===== src/design/qse_pkg.sv =====
`default_nettype none

package qse_pkg;

    typedef enum logic [4:0] {
        S_LOAD,
        S_SORT_START,
        S_POP,
        S_POP_WAIT,
        S_PIVOT,
        S_I_INC,
        S_I_CMP,
        S_K_DEC,
        S_K_CMP,
        S_DECIDE,
        S_SWAP_I,
        S_SWAP_K,
        S_FIN_RD,
        S_FIN_LO,
        S_FIN_K,
        S_PUSH_LO,
        S_PUSH_HI,
        S_EMIT_RD,
        S_EMIT_LD
    } state_t;

endpackage

`default_nettype wire


===== src/design/qse_ram.sv =====
`default_nettype none

module qse_ram #(
    parameter int WIDTH = 32,
    parameter int DEPTH = 16
) (
    input  wire logic                     clk,
    input  wire logic                     wr_en,
    input  wire logic [$clog2(DEPTH)-1:0] wr_addr,
    input  wire logic [WIDTH-1:0]         wr_data,
    input  wire logic                     rd_en,
    input  wire logic [$clog2(DEPTH)-1:0] rd_addr,
    output logic      [WIDTH-1:0]         rd_data
);

    logic [WIDTH-1:0] mem [DEPTH];

    always_ff @(posedge clk)
    begin
        if (wr_en)
        begin
            mem[wr_addr] <= wr_data;
        end
        if (rd_en)
        begin
            rd_data <= mem[rd_addr];
        end
    end

endmodule

`default_nettype wire


===== src/design/quicksort_engine_top.sv =====
`default_nettype none

// loading takes one item per cycle; the store has one read and one write port
// sorting: all element reads go through the single store read port
// emission reads each result from the store, then loads it into the output register
// while the output is free; no item is taken from the last transfer
// until the final result is in the output register
// reset clears the state, count, range stack pointer, indices, overflow flag and output valid

module quicksort_engine_top #(
    parameter int MAX_ELEMENTS = 16,
    parameter int VALUE_WIDTH  = 32
) (
    input  wire logic                          clk,
    input  wire logic                          rst_n,
    input  wire logic                          item_valid,
    output logic                               item_stall,
    input  wire logic signed [VALUE_WIDTH-1:0] value,
    input  wire logic                          last,
    output logic                               result_valid,
    input  wire logic                          result_stall,
    output logic signed      [VALUE_WIDTH-1:0] sorted_value,
    output logic                               last_out,
    output logic                               overflow
);

    import qse_pkg::*;

    localparam int AW = $clog2(MAX_ELEMENTS);
    localparam int CW = $clog2(MAX_ELEMENTS + 1);
    localparam int IW = $clog2(MAX_ELEMENTS + 2);
    localparam int VW = VALUE_WIDTH;

    state_t state_reg, state_next;

    logic [CW-1:0] count_reg, count_next;
    logic [CW-1:0] sp_reg, sp_next;
    logic [CW-1:0] j_reg, j_next;
    logic          ovf_reg, ovf_next;
    logic [IW-1:0] i_reg, i_next;
    logic [IW-1:0] k_reg, k_next;
    logic [AW-1:0] lo_reg, lo_next;
    logic [AW-1:0] hi_reg, hi_next;
    logic [VW-1:0] pivot_reg, pivot_next;
    logic [VW-1:0] ai_reg, ai_next;
    logic [VW-1:0] ak_reg, ak_next;

    logic          out_valid_reg, out_valid_next;
    logic [VW-1:0] out_value_reg, out_value_next;
    logic          out_last_reg, out_last_next;
    logic          out_ovf_reg, out_ovf_next;

    // element store
    logic          st_wr_en, st_rd_en;
    logic [AW-1:0] st_wr_addr, st_rd_addr;
    logic [VW-1:0] st_wr_data, st_rd_data;

    // range stack, entries are {lo, hi}
    logic            rs_wr_en, rs_rd_en;
    logic [AW-1:0]   rs_wr_addr, rs_rd_addr;
    logic [2*AW-1:0] rs_wr_data, rs_rd_data;

    logic [IW-1:0] ni, nk;
    logic [CW-1:0] count_inc;
    logic          out_free;

    qse_ram #(
        .WIDTH (VW),
        .DEPTH (MAX_ELEMENTS)
    ) u_store (
        .clk     (clk),
        .wr_en   (st_wr_en),
        .wr_addr (st_wr_addr),
        .wr_data (st_wr_data),
        .rd_en   (st_rd_en),
        .rd_addr (st_rd_addr),
        .rd_data (st_rd_data)
    );

    qse_ram #(
        .WIDTH (2 * AW),
        .DEPTH (MAX_ELEMENTS)
    ) u_stack (
        .clk     (clk),
        .wr_en   (rs_wr_en),
        .wr_addr (rs_wr_addr),
        .wr_data (rs_wr_data),
        .rd_en   (rs_rd_en),
        .rd_addr (rs_rd_addr),
        .rd_data (rs_rd_data)
    );

    assign ni        = i_reg + IW'(1);
    assign nk        = k_reg - IW'(1);
    assign count_inc = count_reg + CW'(1);
    assign out_free  = !out_valid_reg || !result_stall;

    assign item_stall   = (state_reg != S_LOAD);
    assign result_valid = out_valid_reg;
    assign sorted_value = $signed(out_value_reg);
    assign last_out     = out_last_reg;
    assign overflow     = out_ovf_reg;

    always_ff @(posedge clk or negedge rst_n)
    begin
        if (!rst_n)
        begin
            state_reg     <= S_LOAD;
            count_reg     <= '0;
            sp_reg        <= '0;
            j_reg         <= '0;
            ovf_reg       <= 1'b0;
            i_reg         <= '0;
            k_reg         <= '0;
            out_valid_reg <= 1'b0;
        end
        else
        begin
            state_reg     <= state_next;
            count_reg     <= count_next;
            sp_reg        <= sp_next;
            j_reg         <= j_next;
            ovf_reg       <= ovf_next;
            i_reg         <= i_next;
            k_reg         <= k_next;
            out_valid_reg <= out_valid_next;
        end
    end

    always_ff @(posedge clk)
    begin
        lo_reg        <= lo_next;
        hi_reg        <= hi_next;
        pivot_reg     <= pivot_next;
        ai_reg        <= ai_next;
        ak_reg        <= ak_next;
        out_value_reg <= out_value_next;
        out_last_reg  <= out_last_next;
        out_ovf_reg   <= out_ovf_next;
    end

    always_comb
    begin
        state_next     = state_reg;
        count_next     = count_reg;
        sp_next        = sp_reg;
        j_next         = j_reg;
        ovf_next       = ovf_reg;
        i_next         = i_reg;
        k_next         = k_reg;
        lo_next        = lo_reg;
        hi_next        = hi_reg;
        pivot_next     = pivot_reg;
        ai_next        = ai_reg;
        ak_next        = ak_reg;
        out_valid_next = out_valid_reg && result_stall;
        out_value_next = out_value_reg;
        out_last_next  = out_last_reg;
        out_ovf_next   = out_ovf_reg;

        st_wr_en   = 1'b0;
        st_wr_addr = '0;
        st_wr_data = '0;
        st_rd_en   = 1'b0;
        st_rd_addr = '0;
        rs_wr_en   = 1'b0;
        rs_wr_addr = '0;
        rs_wr_data = '0;
        rs_rd_en   = 1'b0;
        rs_rd_addr = '0;

        case (state_reg)
            S_LOAD:
            begin
                if (item_valid)
                begin
                    if (count_reg < CW'(MAX_ELEMENTS))
                    begin
                        st_wr_en   = 1'b1;
                        st_wr_addr = count_reg[AW-1:0];
                        st_wr_data = value;
                        count_next = count_inc;
                    end
                    else
                    begin
                        ovf_next = 1'b1;
                    end
                    if (last)
                    begin
                        j_next = '0;
                        if (count_next < CW'(2))
                        begin
                            state_next = S_EMIT_RD;
                        end
                        else
                        begin
                            state_next = S_SORT_START;
                        end
                    end
                end
            end

            S_SORT_START:
            begin
                rs_wr_en   = 1'b1;
                rs_wr_addr = '0;
                rs_wr_data = {AW'(0), AW'(count_reg - CW'(1))};
                sp_next    = CW'(1);
                state_next = S_POP;
            end

            S_POP:
            begin
                if (sp_reg == '0)
                begin
                    j_next     = '0;
                    state_next = S_EMIT_RD;
                end
                else
                begin
                    rs_rd_en   = 1'b1;
                    rs_rd_addr = AW'(sp_reg - CW'(1));
                    sp_next    = sp_reg - CW'(1);
                    state_next = S_POP_WAIT;
                end
            end

            S_POP_WAIT:
            begin
                lo_next    = rs_rd_data[2*AW-1:AW];
                hi_next    = rs_rd_data[AW-1:0];
                st_rd_en   = 1'b1;
                st_rd_addr = rs_rd_data[2*AW-1:AW];
                state_next = S_PIVOT;
            end

            S_PIVOT:
            begin
                pivot_next = st_rd_data;
                i_next     = IW'(lo_reg);
                k_next     = IW'(hi_reg) + IW'(1);
                state_next = S_I_INC;
            end

            // left scan, bounded by the top of the range and by k
            S_I_INC:
            begin
                i_next = ni;
                if (ni <= IW'(hi_reg) && ni <= k_reg)
                begin
                    st_rd_en   = 1'b1;
                    st_rd_addr = ni[AW-1:0];
                    state_next = S_I_CMP;
                end
                else
                begin
                    state_next = S_K_DEC;
                end
            end

            S_I_CMP:
            begin
                if ($signed(st_rd_data) < $signed(pivot_reg))
                begin
                    i_next = ni;
                    if (ni <= IW'(hi_reg) && ni <= k_reg)
                    begin
                        st_rd_en   = 1'b1;
                        st_rd_addr = ni[AW-1:0];
                    end
                    else
                    begin
                        state_next = S_K_DEC;
                    end
                end
                else
                begin
                    ai_next    = st_rd_data;
                    state_next = S_K_DEC;
                end
            end

            // right scan
            S_K_DEC:
            begin
                k_next = nk;
                if (i_reg <= nk)
                begin
                    st_rd_en   = 1'b1;
                    st_rd_addr = nk[AW-1:0];
                    state_next = S_K_CMP;
                end
                else
                begin
                    state_next = S_DECIDE;
                end
            end

            S_K_CMP:
            begin
                if ($signed(pivot_reg) < $signed(st_rd_data))
                begin
                    k_next = nk;
                    if (i_reg <= nk)
                    begin
                        st_rd_en   = 1'b1;
                        st_rd_addr = nk[AW-1:0];
                    end
                    else
                    begin
                        state_next = S_DECIDE;
                    end
                end
                else
                begin
                    ak_next    = st_rd_data;
                    state_next = S_DECIDE;
                end
            end

            S_DECIDE:
            begin
                if (i_reg < k_reg)
                begin
                    state_next = S_SWAP_I;
                end
                else
                begin
                    state_next = S_FIN_RD;
                end
            end

            S_SWAP_I:
            begin
                st_wr_en   = 1'b1;
                st_wr_addr = i_reg[AW-1:0];
                st_wr_data = ak_reg;
                state_next = S_SWAP_K;
            end

            S_SWAP_K:
            begin
                st_wr_en   = 1'b1;
                st_wr_addr = k_reg[AW-1:0];
                st_wr_data = ai_reg;
                state_next = S_I_INC;
            end

            // pivot goes to its final place at k
            S_FIN_RD:
            begin
                st_rd_en   = 1'b1;
                st_rd_addr = k_reg[AW-1:0];
                state_next = S_FIN_LO;
            end

            S_FIN_LO:
            begin
                st_wr_en   = 1'b1;
                st_wr_addr = lo_reg;
                st_wr_data = st_rd_data;
                state_next = S_FIN_K;
            end

            S_FIN_K:
            begin
                st_wr_en   = 1'b1;
                st_wr_addr = k_reg[AW-1:0];
                st_wr_data = pivot_reg;
                state_next = S_PUSH_LO;
            end

            S_PUSH_LO:
            begin
                if (IW'(lo_reg) + IW'(1) < k_reg && sp_reg < CW'(MAX_ELEMENTS))
                begin
                    rs_wr_en   = 1'b1;
                    rs_wr_addr = sp_reg[AW-1:0];
                    rs_wr_data = {lo_reg, AW'(nk)};
                    sp_next    = sp_reg + CW'(1);
                end
                state_next = S_PUSH_HI;
            end

            S_PUSH_HI:
            begin
                if (ni > k_reg && k_reg + IW'(1) < IW'(hi_reg)
                    && sp_reg < CW'(MAX_ELEMENTS))
                begin
                    rs_wr_en   = 1'b1;
                    rs_wr_addr = sp_reg[AW-1:0];
                    rs_wr_data = {AW'(k_reg + IW'(1)), hi_reg};
                    sp_next    = sp_reg + CW'(1);
                end
                state_next = S_POP;
            end

            S_EMIT_RD:
            begin
                st_rd_en   = 1'b1;
                st_rd_addr = j_reg[AW-1:0];
                state_next = S_EMIT_LD;
            end

            S_EMIT_LD:
            begin
                if (out_free)
                begin
                    out_valid_next = 1'b1;
                    out_value_next = st_rd_data;
                    out_last_next  = (j_reg + CW'(1) == count_reg);
                    out_ovf_next   = ovf_reg;
                    j_next         = j_reg + CW'(1);
                    if (j_reg + CW'(1) == count_reg)
                    begin
                        count_next = '0;
                        sp_next    = '0;
                        ovf_next   = 1'b0;
                        state_next = S_LOAD;
                    end
                    else
                    begin
                        state_next = S_EMIT_RD;
                    end
                end
            end

            default:
            begin
                state_next = S_LOAD;
            end
        endcase
    end

endmodule

`default_nettype wire

===== config.mk =====
export PLATFORM = sky130hd
export DESIGN_NAME = quicksort_engine_top
export DESIGN_NICKNAME = d
export VERILOG_FILES = /design/src/design/qse_pkg.sv /design/src/design/qse_ram.sv /design/src/design/quicksort_engine_top.sv
export SDC_FILE = /design/constraint.sdc
export NUM_CORES = 1
export LEC_CHECK = 0
export BUFFER_PORTS_ARGS = -buffer_cell sky130_fd_sc_hd__buf_2
export CORE_MARGIN = 2
export CORE_UTILIZATION = 45
export DETAILED_ROUTE_END_ITERATION = 16
export GPL_TIMING_DRIVEN = 0
export MAX_ROUTING_LAYER = met4
export PLACE_DENSITY = 0.61
export SYNTH_ARGS = -nofsm -noshare
export SYNTH_HDL_FRONTEND = slang
export SYNTH_SLANG_ARGS = --single-unit

===== constraint.sdc =====
create_clock -name clk -period 5.78 [get_ports clk]
set_clock_uncertainty 0.15 [all_clocks]
set_input_delay 0.578 -clock clk [delete_from_list [all_inputs] [get_ports clk]]
set_output_delay 0.578 -clock clk [all_outputs]
set_load 0.01 [all_outputs]

==> flow_metrics.py, run 1 <==
metrics = {
    "sta": {
        "timing.final.hold_violations": 0,
        "finalSetupViolations": 0,
        "fin_ws_ps": 140,
        "drv_slew": 0,
        "relSlewSlack_pct": 14.0,
        "period_share_pct": 97.6,
        "clock.fmax_mhz": 177,
        "tightest_slew_ps": 1280,
        "period_needed_ps": 5640,
    },
    "layout": {
        "nets": 2719,
        "largest_register": "u_store.mem",
        "reg.largest.list": "u_store.mem (512), u_stack.mem (128)",
        "fin_util_pct": 52.3,
        "final_cell_mix": "edfxtp_1 (818), nand2_1 (283), o21ai_0 (125)",
        "layout_commonest_cell": "edfxtp_1",
        "final_layout_size_suffix_gt1_share_pct": 14.9,
        "largest_reg_flops": 512,
        "stdcell_count": 3738,
        "area_delta_synth_final_pct": 15.4,
        "design_area_um2": 41300,
    },
    "hold_path": {
        "hp-class": "in -> reg",
    },
    "yosys": {
        "synth_nets": 2527,
        "synth_edf_count": 818,
        "yosysSeqAreaShare_pct": 70.9,
        "synthCells": 2421,
        "syn_area_um2": 35800,
        "synth.distinct_cells": 81,
        "async_flop_share_pct": 3.76,
        "synth_ff_type": "edfxtp_1",
        "ys_seq_elements": 850,
        "avgSynthCellArea_um2": 14.8,
        "synth_warnings": 0,
    },
    "die": {
        "initial_core_util_pct": 45.3,
        "fp.dieH_um": 286,
        "dieWidth_um": 286,
        "rows": 103,
        "coreArea_um2": 78900,
        "pin_count": 73,
        "die-area_um2": 81700,
    },
    "critical_path": {
        "setup.worst_path.end_class": "flop",
        "critPathLaunchType": "flop",
        "required_ps": 6000,
        "critPathKind": "reg -> reg",
        "r2r_slack_ps": 140,
        "cp.arrival_ps": 5860,
        "path_max_fanout": 10,
    },
    "cts": {
        "clock_path_buffers": 3,
        "htreeDepth": 3,
        "clk_pin_slew_worst_paths_ps": 60,
        "root_buffer": "clkbuf_16",
        "cts_tree": "yes",
        "cts_made_buffers": 89,
        "insertion_delay_ps": 650,
        "clock_sink_count": 850,
    },
    "routing": {
        "vias_per_cell": 6.00,
        "wire_per_inst_um": 27.2,
        "final_antenna_net_count": 0,
        "routed_wl_um": 101000,
        "vias": 22400,
        "drtIter0Drc": 2520,
        "drc_errors": 0,
        "first_pass_iters": 6,
    },
    "run_status": {
        "status": "finished clean",
    },
    "global_routing": {
        "first_global_vias": 22400,
        "grt_remaining_overflow": 0,
        "grt_max_degree": 38,
        "antenna_found_initial": 7,
        "grt_first_pass_wirelength_um": 149000,
        "track_usage_pct": 25.6,
    },
    "power": {
        "powerDensity_nw_per_um2": 566,
        "power_leakage_nw": 13.9,
        "finalPower_mw": 23.4,
        "ir_drop_v": 0.000339,
    },
    "place": {
        "gp_congestion": 0.913,
        "hpwl_um": 70300,
        "dp_slack_ps": -783,
        "placedCellCount": 3570,
        "port_buffers": 72,
        "placed_cell_area_um2": 38100,
    },
    "flow_run": {
        "cap_violations": 0,
    },
}
repair_timing:
action / 4_1_cts / 5_1_grt
setup endpoints to repair: 32 / 39
hold buffers: 1 / 0
resized for setup: 15 / 37
pin swaps: 1 / 0
endpoints found under the hold margin: 32 / 0
buffers inserted: 2 / 1
cells in the mapped netlist, types with 4 or more instances:
| cell | number | share of area (%) |
|---|---|---|
| edfxtp_1 | 818 | 69 |
| nand4_1 | 9 | 0.16 |
| o22a_1 | 32 | 0.78 |
| nand2b_1 | 8 | 0.14 |
| dfrtp_1 | 32 | 2.2 |
| o221ai_1 | 16 | 0.39 |
| nor4_1 | 7 | 0.12 |
| mux2i_1 | 97 | 2.7 |
| inv_1 | 56 | 0.59 |
| clkbuf_1 | 111 | 1.2 |
| o31a_1 | 4 | 0.098 |
| a32oi_1 | 65 | 1.6 |
| and3_1 | 17 | 0.30 |
| a21oi_1 | 45 | 0.63 |
| mux2_2 | 69 | 2.2 |
| ha_1 | 69 | 2.4 |
| nor2_1 | 75 | 0.79 |
| nor3_1 | 17 | 0.24 |
| buf_2 | 20 | 0.28 |
| o31ai_1 | 11 | 0.23 |
| and2_1 | 74 | 1.3 |
| xnor2_1 | 16 | 0.39 |
| o21ai_0 | 129 | 1.8 |
| a222oi_1 | 5 | 0.14 |
| o21a_1 | 6 | 0.13 |
| and4_1 | 34 | 0.83 |
| buf_1 | 8 | 0.084 |
| xor2_1 | 10 | 0.24 |
| nor2b_1 | 8 | 0.14 |
| a22oi_1 | 10 | 0.21 |
| a221oi_1 | 65 | 1.6 |
| nand2_1 | 283 | 3.0 |
| a221o_1 | 33 | 0.92 |
| nand3_1 | 38 | 0.53 |
| or3_1 | 24 | 0.42 |
| a22o_1 | 6 | 0.15 |
| o211ai_1 | 12 | 0.25 |
| a311oi_1 | 18 | 0.44 |
path summary, 6_finish.rpt:
kind	from	end	cells after the start
worst max-delay path	k_reg[0]	u_store.rd_data[6]	19
worst min-delay path	result_stall	result_valid	3
worst max register to register	k_reg[0]	u_store.rd_data[6]	19
worst min register to register	u_stack.rd_data[3]	hi_reg[3]	0
max in group asynchronous	rst_n	state_reg[1]	2
min in group asynchronous	rst_n	sp_reg[0]	2
routing by layer:
layer / part of all wire (%) / wire (um) / vias up / track usage [%]
li1: - / - / 9884 / -
met1: 41 / 42000 / 11400 / 34.0
met2: 48 / 48800 / 979 / 40.5
met3: 7.5 / 7650 / 182 / 3.80
met4: 3.1 / 3100 / 0 / 8.46
met5: 0 / 0 / - / -
stage by stage:
stage               TNS (ps)  hold slack (ps)
floorplan                  0              132
global placement     -406320              260
detailed placement    -19580              255
CTS                        0             56.7
global route           -12.5              113
finish                     0             99.7
critical path, stage by stage, from the launching register on:
cell and delay, ps:
dfrtp_1 440, clkbuf_2 240, inv_1 280, ha_1 310, xor2_4 320, inv_1 80
ha_1 290, o21ai_0 160, a21oi_1 60, o31a_1 230, buf_4 170, or2_2 330
o31ai_1 360, a22o_1 300, buf_2 260, and3_1 180, clkbuf_1 330, clkbuf_2 400
a32oi_1 170, and4_1 280
layout make-up:
class,count,area (um2)
well taps,1050,1310
plain buffers,140,607
multi-input cells,1372,9820
flip-flops and latches,850,25400
diodes,1,2.50
inverters,57,214
clock buffers,110,2330
fillers,6498,37600
clock inverters,55,712
repair buffers,103,892
power by group:
group	leakage, nW	total (mW)	internal, mW	switching (mW)
registers	7.99	8.65	8.17	0.476
logic	4.40	8.79	2.74	6.05
clock network	1.47	5.93	3.51	2.42
cell families after synthesis:
group / after synthesis / share of synthesized area, %
simple gates: 615 / 8.51
buf+inv: 199 / 2.22
flops: 850 / 70.9
fa+ha+maj: 69 / 2.41
compound gates: 496 / 10.4
xor+xnor: 26 / 0.637
mux: 166 / 4.89
No activity file was read; power rests on OpenSTA's default activity.
==> run 2: changes to the inputs <==
--- a/config.mk
+++ b/config.mk
@@ -8,6 +8,7 @@
 export BUFFER_PORTS_ARGS = -buffer_cell sky130_fd_sc_hd__buf_2
 export CORE_MARGIN = 2
 export CORE_UTILIZATION = 45
+export CTS_BUF_LIST = sky130_fd_sc_hd__clkbuf_8 sky130_fd_sc_hd__clkbuf_16
 export DETAILED_ROUTE_END_ITERATION = 16
 export GPL_TIMING_DRIVEN = 0
 export MAX_ROUTING_LAYER = met4
==> flow_metrics.py, run 2 (synthesized netlist as in run 1, its figures left out) <==
metrics = {
    "power": {
        "p_int_mw": 14.4,
        "p_seq_share_pct": 37.1,
        "finalPower_mw": 23.3,
        "ir_drop_v": 0.000337,
        "power_frac_comb_pct": 37.6,
        "powerDensity_nw_per_um2": 565,
        "switching_share_pct": 38.3,
        "clkPwrFrac_pct": 25.3,
        "power_leakage_nw": 13.9,
        "p_sw_mw": 8.93,
    },
    "cts": {
        "clk_pin_slew_worst_paths_ps": 60,
        "cts_made_buffers": 89,
        "clock_path_buffers": 3,
        "root_buffer": "clkbuf_16",
        "cts_tree": "yes",
        "clock_sink_count": 850,
        "insertion_delay_ps": 650,
        "htreeDepth": 3,
    },
    "place": {
        "port_buffers": 72,
        "gp_congestion": 0.913,
        "placedCellCount": 3570,
        "hpwl_um": 70300,
    },
    "critical_path": {
        "cp.arrival_ps": 5860,
        "r2r_slack_ps": 140,
        "required_ps": 6000,
        "startpoint": "k_reg[0]",
        "critPathLaunchType": "flop",
        "path_max_fanout": 10,
        "reg2reg_from": "k_reg[0]",
        "critPathKind": "reg -> reg",
        "setup.worst_path.end_class": "flop",
    },
    "routing": {
        "drtIter0Drc": 2597,
        "wire_per_inst_um": 27.1,
        "first_pass_iters": 6,
        "routed_wl_um": 101000,
        "drc_errors": 0,
        "vias": 22300,
        "final_antenna_net_count": 0,
        "vias_per_cell": 5.98,
    },
    "die": {
        "dieWidth_um": 286,
        "fp.dieH_um": 286,
        "initial_core_util_pct": 45.3,
        "rows": 103,
        "pin_count": 73,
        "die-area_um2": 81700,
        "coreArea_um2": 78900,
    },
    "sta": {
        "tightest_slew_ps": 1280,
        "finalSetupViolations": 0,
        "period_share_pct": 97.7,
        "drv_slew": 0,
        "period_needed_ps": 5640,
        "relSlewSlack_pct": 14.1,
        "clock.fmax_mhz": 177,
        "hold_ws_ps": 89.6,
        "timing.final.hold_violations": 0,
        "tns_ps": 0,
    },
    "global_routing": {
        "grt_max_degree": 38,
        "grt_remaining_overflow": 0,
        "antenna_found_initial": 7,
        "first_global_vias": 22400,
        "grt_first_pass_wirelength_um": 149000,
        "track_usage_pct": 25.6,
    },
    "layout": {
        "largest_reg_flops": 512,
        "area_delta_synth_final_pct": 15.4,
        "final_layout_size_suffix_gt1_share_pct": 14.9,
        "final_cell_mix": "edfxtp_1 (818), nand2_1 (283), o21ai_0 (125)",
        "stdcell_count": 3737,
        "reg.largest.list": "u_store.mem (512), u_stack.mem (128)",
        "layout_commonest_cell": "edfxtp_1",
        "largest_register": "u_store.mem",
        "fillerInstances": 6499,
        "nets": 2719,
        "diodes": 0,
    },
    "hold_path": {
        "hp-class": "in -> reg",
        "hold_start": "result_stall",
    },
    "run_status": {
        "status": "finished clean",
    },
    "flow_run": {
        "cap_violations": 0,
    },
}
run 2: changes by cell type in the layout (fill, tap and decap cells not counted):
cell and delta:
clkbuf_1 -20, diode_2 -1, inv_1 +20
run 2: power groups by stage:
stage / clock network [mW] / registers [mW] / logic, mW
3_5_place_dp: 0 / 8.76 / 8.53
5_1_grt: 6.22 / 8.71 / 9.38
6_report: 5.90 / 8.65 / 8.77
4_1_cts: 5.98 / 8.64 / 8.61
2_1_floorplan: 0 / 8.57 / 5.10
3_3_place_gp: 0 / 8.80 / 8.17
run 2: critical path: stages (launching register included):
cell	delay (ps)
dfrtp_1	440
clkbuf_2	240
inv_1	280
ha_1	310
xor2_4	320
inv_1	80
ha_1	290
o21ai_0	160
a21oi_1	60
o31a_1	230
buf_4	170
or2_2	330
o31ai_1	360
a22o_1	290
buf_2	260
and3_1	180
clkbuf_1	350
clkbuf_2	400
a32oi_1	170
and4_1	280
run 2: path summary, 6_finish.rpt:
check | endpoint | depth (start not counted)
worst max-delay path | u_store.rd_data[6] | 19
worst min-delay path | result_valid | 3
worst max register to register | u_store.rd_data[6] | 19
worst min register to register | hi_reg[3] | 0
max in group asynchronous | j_reg[4] | 2
min in group asynchronous | sp_reg[1] | 2
run 2: timing repair:
item | in CTS | in global routing
hold buffers | 1 | 0
endpoints found under the setup margin | 32 | 39
hold endpoints to repair | 32 | 0
pin swaps | 1 | 0
setup buffers | 2 | 1
gates resized for setup | 15 | 37
run 2: stage by stage:
| step | utilization (%) | worst slack, ps | area (um2) |
|---|---|---|---|
| floorplan | - | 705 | 35800 |
| global placement | 47.5 | -2440 | 37400 |
| detailed placement | 48.3 | -783 | 38100 |
| CTS | 52.2 | 9.41 | 41200 |
| global route | 52.3 | -7.50 | 41300 |
| finish | 52.3 | 135 | 41300 |
run 2: metal layers:
layer,part of all wire (%),global-route usage [%]
met4,3.2,8.46
met5,0,-
met1,41,34.0
met3,7.5,3.80
met2,48,40.5
run 2: layout make-up:
| class | instances | area, um2 | share of cell area (%) |
|---|---|---|---|
| flip-flops and latches | 850 | 25400 | 61.5 |
| clock inverters | 75 | 787 | 1.91 |
| well taps | 1050 | 1310 | 3.18 |
| clock buffers | 90 | 2250 | 5.46 |
| plain buffers | 140 | 607 | 1.47 |
| inverters | 57 | 214 | 0.519 |
| repair buffers | 103 | 892 | 2.16 |
| multi-input cells | 1372 | 9820 | 23.8 |
==> run 3: changes to the inputs <==
--- a/config.mk
+++ b/config.mk
@@ -13,6 +13,7 @@
 export GPL_TIMING_DRIVEN = 0
 export MAX_ROUTING_LAYER = met4
 export PLACE_DENSITY = 0.61
+export SKIP_LAST_GASP = 1
 export SYNTH_ARGS = -nofsm -noshare
 export SYNTH_HDL_FRONTEND = slang
 export SYNTH_SLANG_ARGS = --single-unit
==> constraint.sdc (replaced) <==
create_clock -name clk -period 5.7 [get_ports clk]
set_clock_uncertainty 0.15 [all_clocks]
set_input_delay 0.855 -clock clk [delete_from_list [all_inputs] [get_ports clk]]
set_output_delay 0.855 -clock clk [all_outputs]
set_load 0.01 [all_outputs]
==> flow_metrics.py, run 3 (synthesized netlist as in run 1, its figures left out) <==
metrics = {
    "sta": {
        "rsz0062_at_grt": "true",
        "period_share_pct": 97.7,
        "tightest_slew_ps": 1290,
        "tns_ps": 0,
        "clock.fmax_mhz": 180,
        "timing.final.hold_violations": 0,
        "finalSetupViolations": 0,
        "relSlewSlack_pct": 13.4,
        "drv_slew": 0,
        "period_needed_ps": 5570,
        "hold_ws_ps": 135,
    },
    "layout": {
        "final_cell_mix": "edfxtp_1 (818), nand2_1 (283), o21ai_0 (125)",
        "area_delta_synth_final_pct": 15.4,
        "nets": 2718,
        "diodes": 0,
        "fin_util_pct": 52.3,
        "layout_commonest_cell": "edfxtp_1",
        "largest_reg_flops": 512,
        "final_layout_size_suffix_gt1_share_pct": 14.9,
        "reg.largest.list": "u_store.mem (512), u_stack.mem (128)",
        "largest_register": "u_store.mem",
    },
    "place": {
        "hpwl_um": 70300,
        "gp_congestion": 0.913,
        "port_buffers": 72,
    },
    "power": {
        "ir_drop_v": 0.000343,
        "power_leakage_nw": 13.9,
        "switching_share_pct": 38.3,
        "powerDensity_nw_per_um2": 573,
        "p_int_mw": 14.6,
        "p_sw_mw": 9.05,
        "power_frac_comb_pct": 37.6,
        "p_seq_share_pct": 37.1,
        "clkPwrFrac_pct": 25.3,
    },
    "global_routing": {
        "use_met3_pct": 3.80,
        "grt_util_met2_pct": 40.5,
        "antenna_found_initial": 7,
        "first_global_vias": 22400,
        "grt_remaining_overflow": 0,
        "grt_first_pass_wirelength_um": 149000,
        "track_usage_pct": 25.6,
        "grt.busiest_layer": "met2",
        "grt_max_degree": 38,
        "met1_usage_pct": 34.0,
    },
    "critical_path": {
        "crit_chain": "clkbuf_2, inv_1, ha_1, xor2_4, inv_1, ha_1, o21ai_0, a21oi_1, o31a_1, buf_4, or2_2, o31ai_1, a22o_1, buf_2, and3_1, clkbuf_2, a32oi_1, and4_1",
        "slowest_stage": "dfrtp_1",
        "path_max_fanout": 10,
        "cp.arrival_ps": 5800,
        "critical_path_buf_inv_count": 6,
        "setup.worst_path.end_class": "flop",
        "critPathKind": "reg -> reg",
        "critPathLaunchType": "flop",
        "crit_family": "buffers and inverters",
        "required_ps": 5930,
        "slowest_delay_ps": 440,
    },
    "cts": {
        "cts_hold_repair.buffers": 0,
        "clk_pin_slew_worst_paths_ps": 60,
        "insertion_delay_ps": 650,
        "clock_sink_count": 850,
        "clock_path_buffers": 3,
        "cts_made_buffers": 89,
        "cts_tree": "yes",
        "root_buffer": "clkbuf_16",
        "htreeDepth": 3,
    },
    "run_status": {
        "status": "finished clean",
    },
    "routing": {
        "vias_per_cell": 5.98,
        "drtIter0Drc": 2463,
        "wire_per_inst_um": 27.2,
        "drc_errors": 0,
        "final_antenna_net_count": 0,
        "routed_wl_um": 101000,
        "vias": 22300,
        "first_pass_iters": 6,
    },
    "die": {
        "die-area_um2": 81700,
        "dieWidth_um": 286,
        "initial_core_util_pct": 45.3,
        "pin_count": 73,
        "rows": 103,
        "fp.dieH_um": 286,
        "coreArea_um2": 78900,
    },
    "hold_path": {
        "hp-class": "in -> async",
    },
    "flow_run": {
        "cap_violations": 0,
    },
}
-- run 3: area by class of cell --
type	instances	area (um2)
tap	1050	1310
multi-input combinational	1372	9830
fill	6501	37600
clock inverter	75	787
clock buffer	90	2250
inverter	57	214
sequential	850	25400
timing repair buffer	102	882
buffer	140	616
-- run 3: through the flow --
step / setup WS (ps) / power [mW] / cells / instance area, um2
6_report: 131 / 23.7 / 3736 / 41300
5_1_grt: -97.7 / 24.7 / 3736 / 41300
4_1_cts: 5.01 / 23.6 / 3736 / 41200
3_5_place_dp: -863 / 17.5 / 3570 / 38100
3_3_place_gp: -2520 / 17.2 / 3543 / 37400
2_1_floorplan: 625 / 13.9 / 2421 / 35800
-- run 3: final timing paths --
| path | start | to | slack (ps) | cells after the start |
|---|---|---|---|---|
| worst max register to register | k_reg[0] | u_store.rd_data[18] | 130 | 18 |
| worst min register to register | u_stack.rd_data[3] | hi_reg[3] | 270 | 0 |
| worst min-delay path | rst_n | sp_reg[0] | 140 | 1 |
| worst max-delay path | k_reg[0] | u_store.rd_data[18] | 130 | 18 |
| max in group asynchronous | rst_n | state_reg[1] | 4730 | 1 |
| min in group clk | u_stack.rd_data[3] | hi_reg[3] | 270 | 0 |
-- run 3: per-layer routing --
metal	vias up	routed length, um
met5	-	0
met4	0	3150
met3	181	7500
met2	950	48600
met1	11300	42200
li1	9878	-
-- run 3: repair_timing --
item / CTS / global route
buffers inserted: 2 / 1
endpoints found under the hold margin: 0 / 0
setup endpoints to repair: 32 / 40
resized for setup: 16 / 43
pin swaps: 1 / 0
-- run 3: power groups by stage --
stage | clock network (mW) | logic (mW) | registers, mW
after floorplan | 0 | 5.17 | 8.69
after global placement | 0 | 8.29 | 8.93
after detailed placement | 0 | 8.65 | 8.89
after CTS | 6.06 | 8.73 | 8.76
final | 5.98 | 8.90 | 8.77
after global routing | 6.31 | 9.53 | 8.83
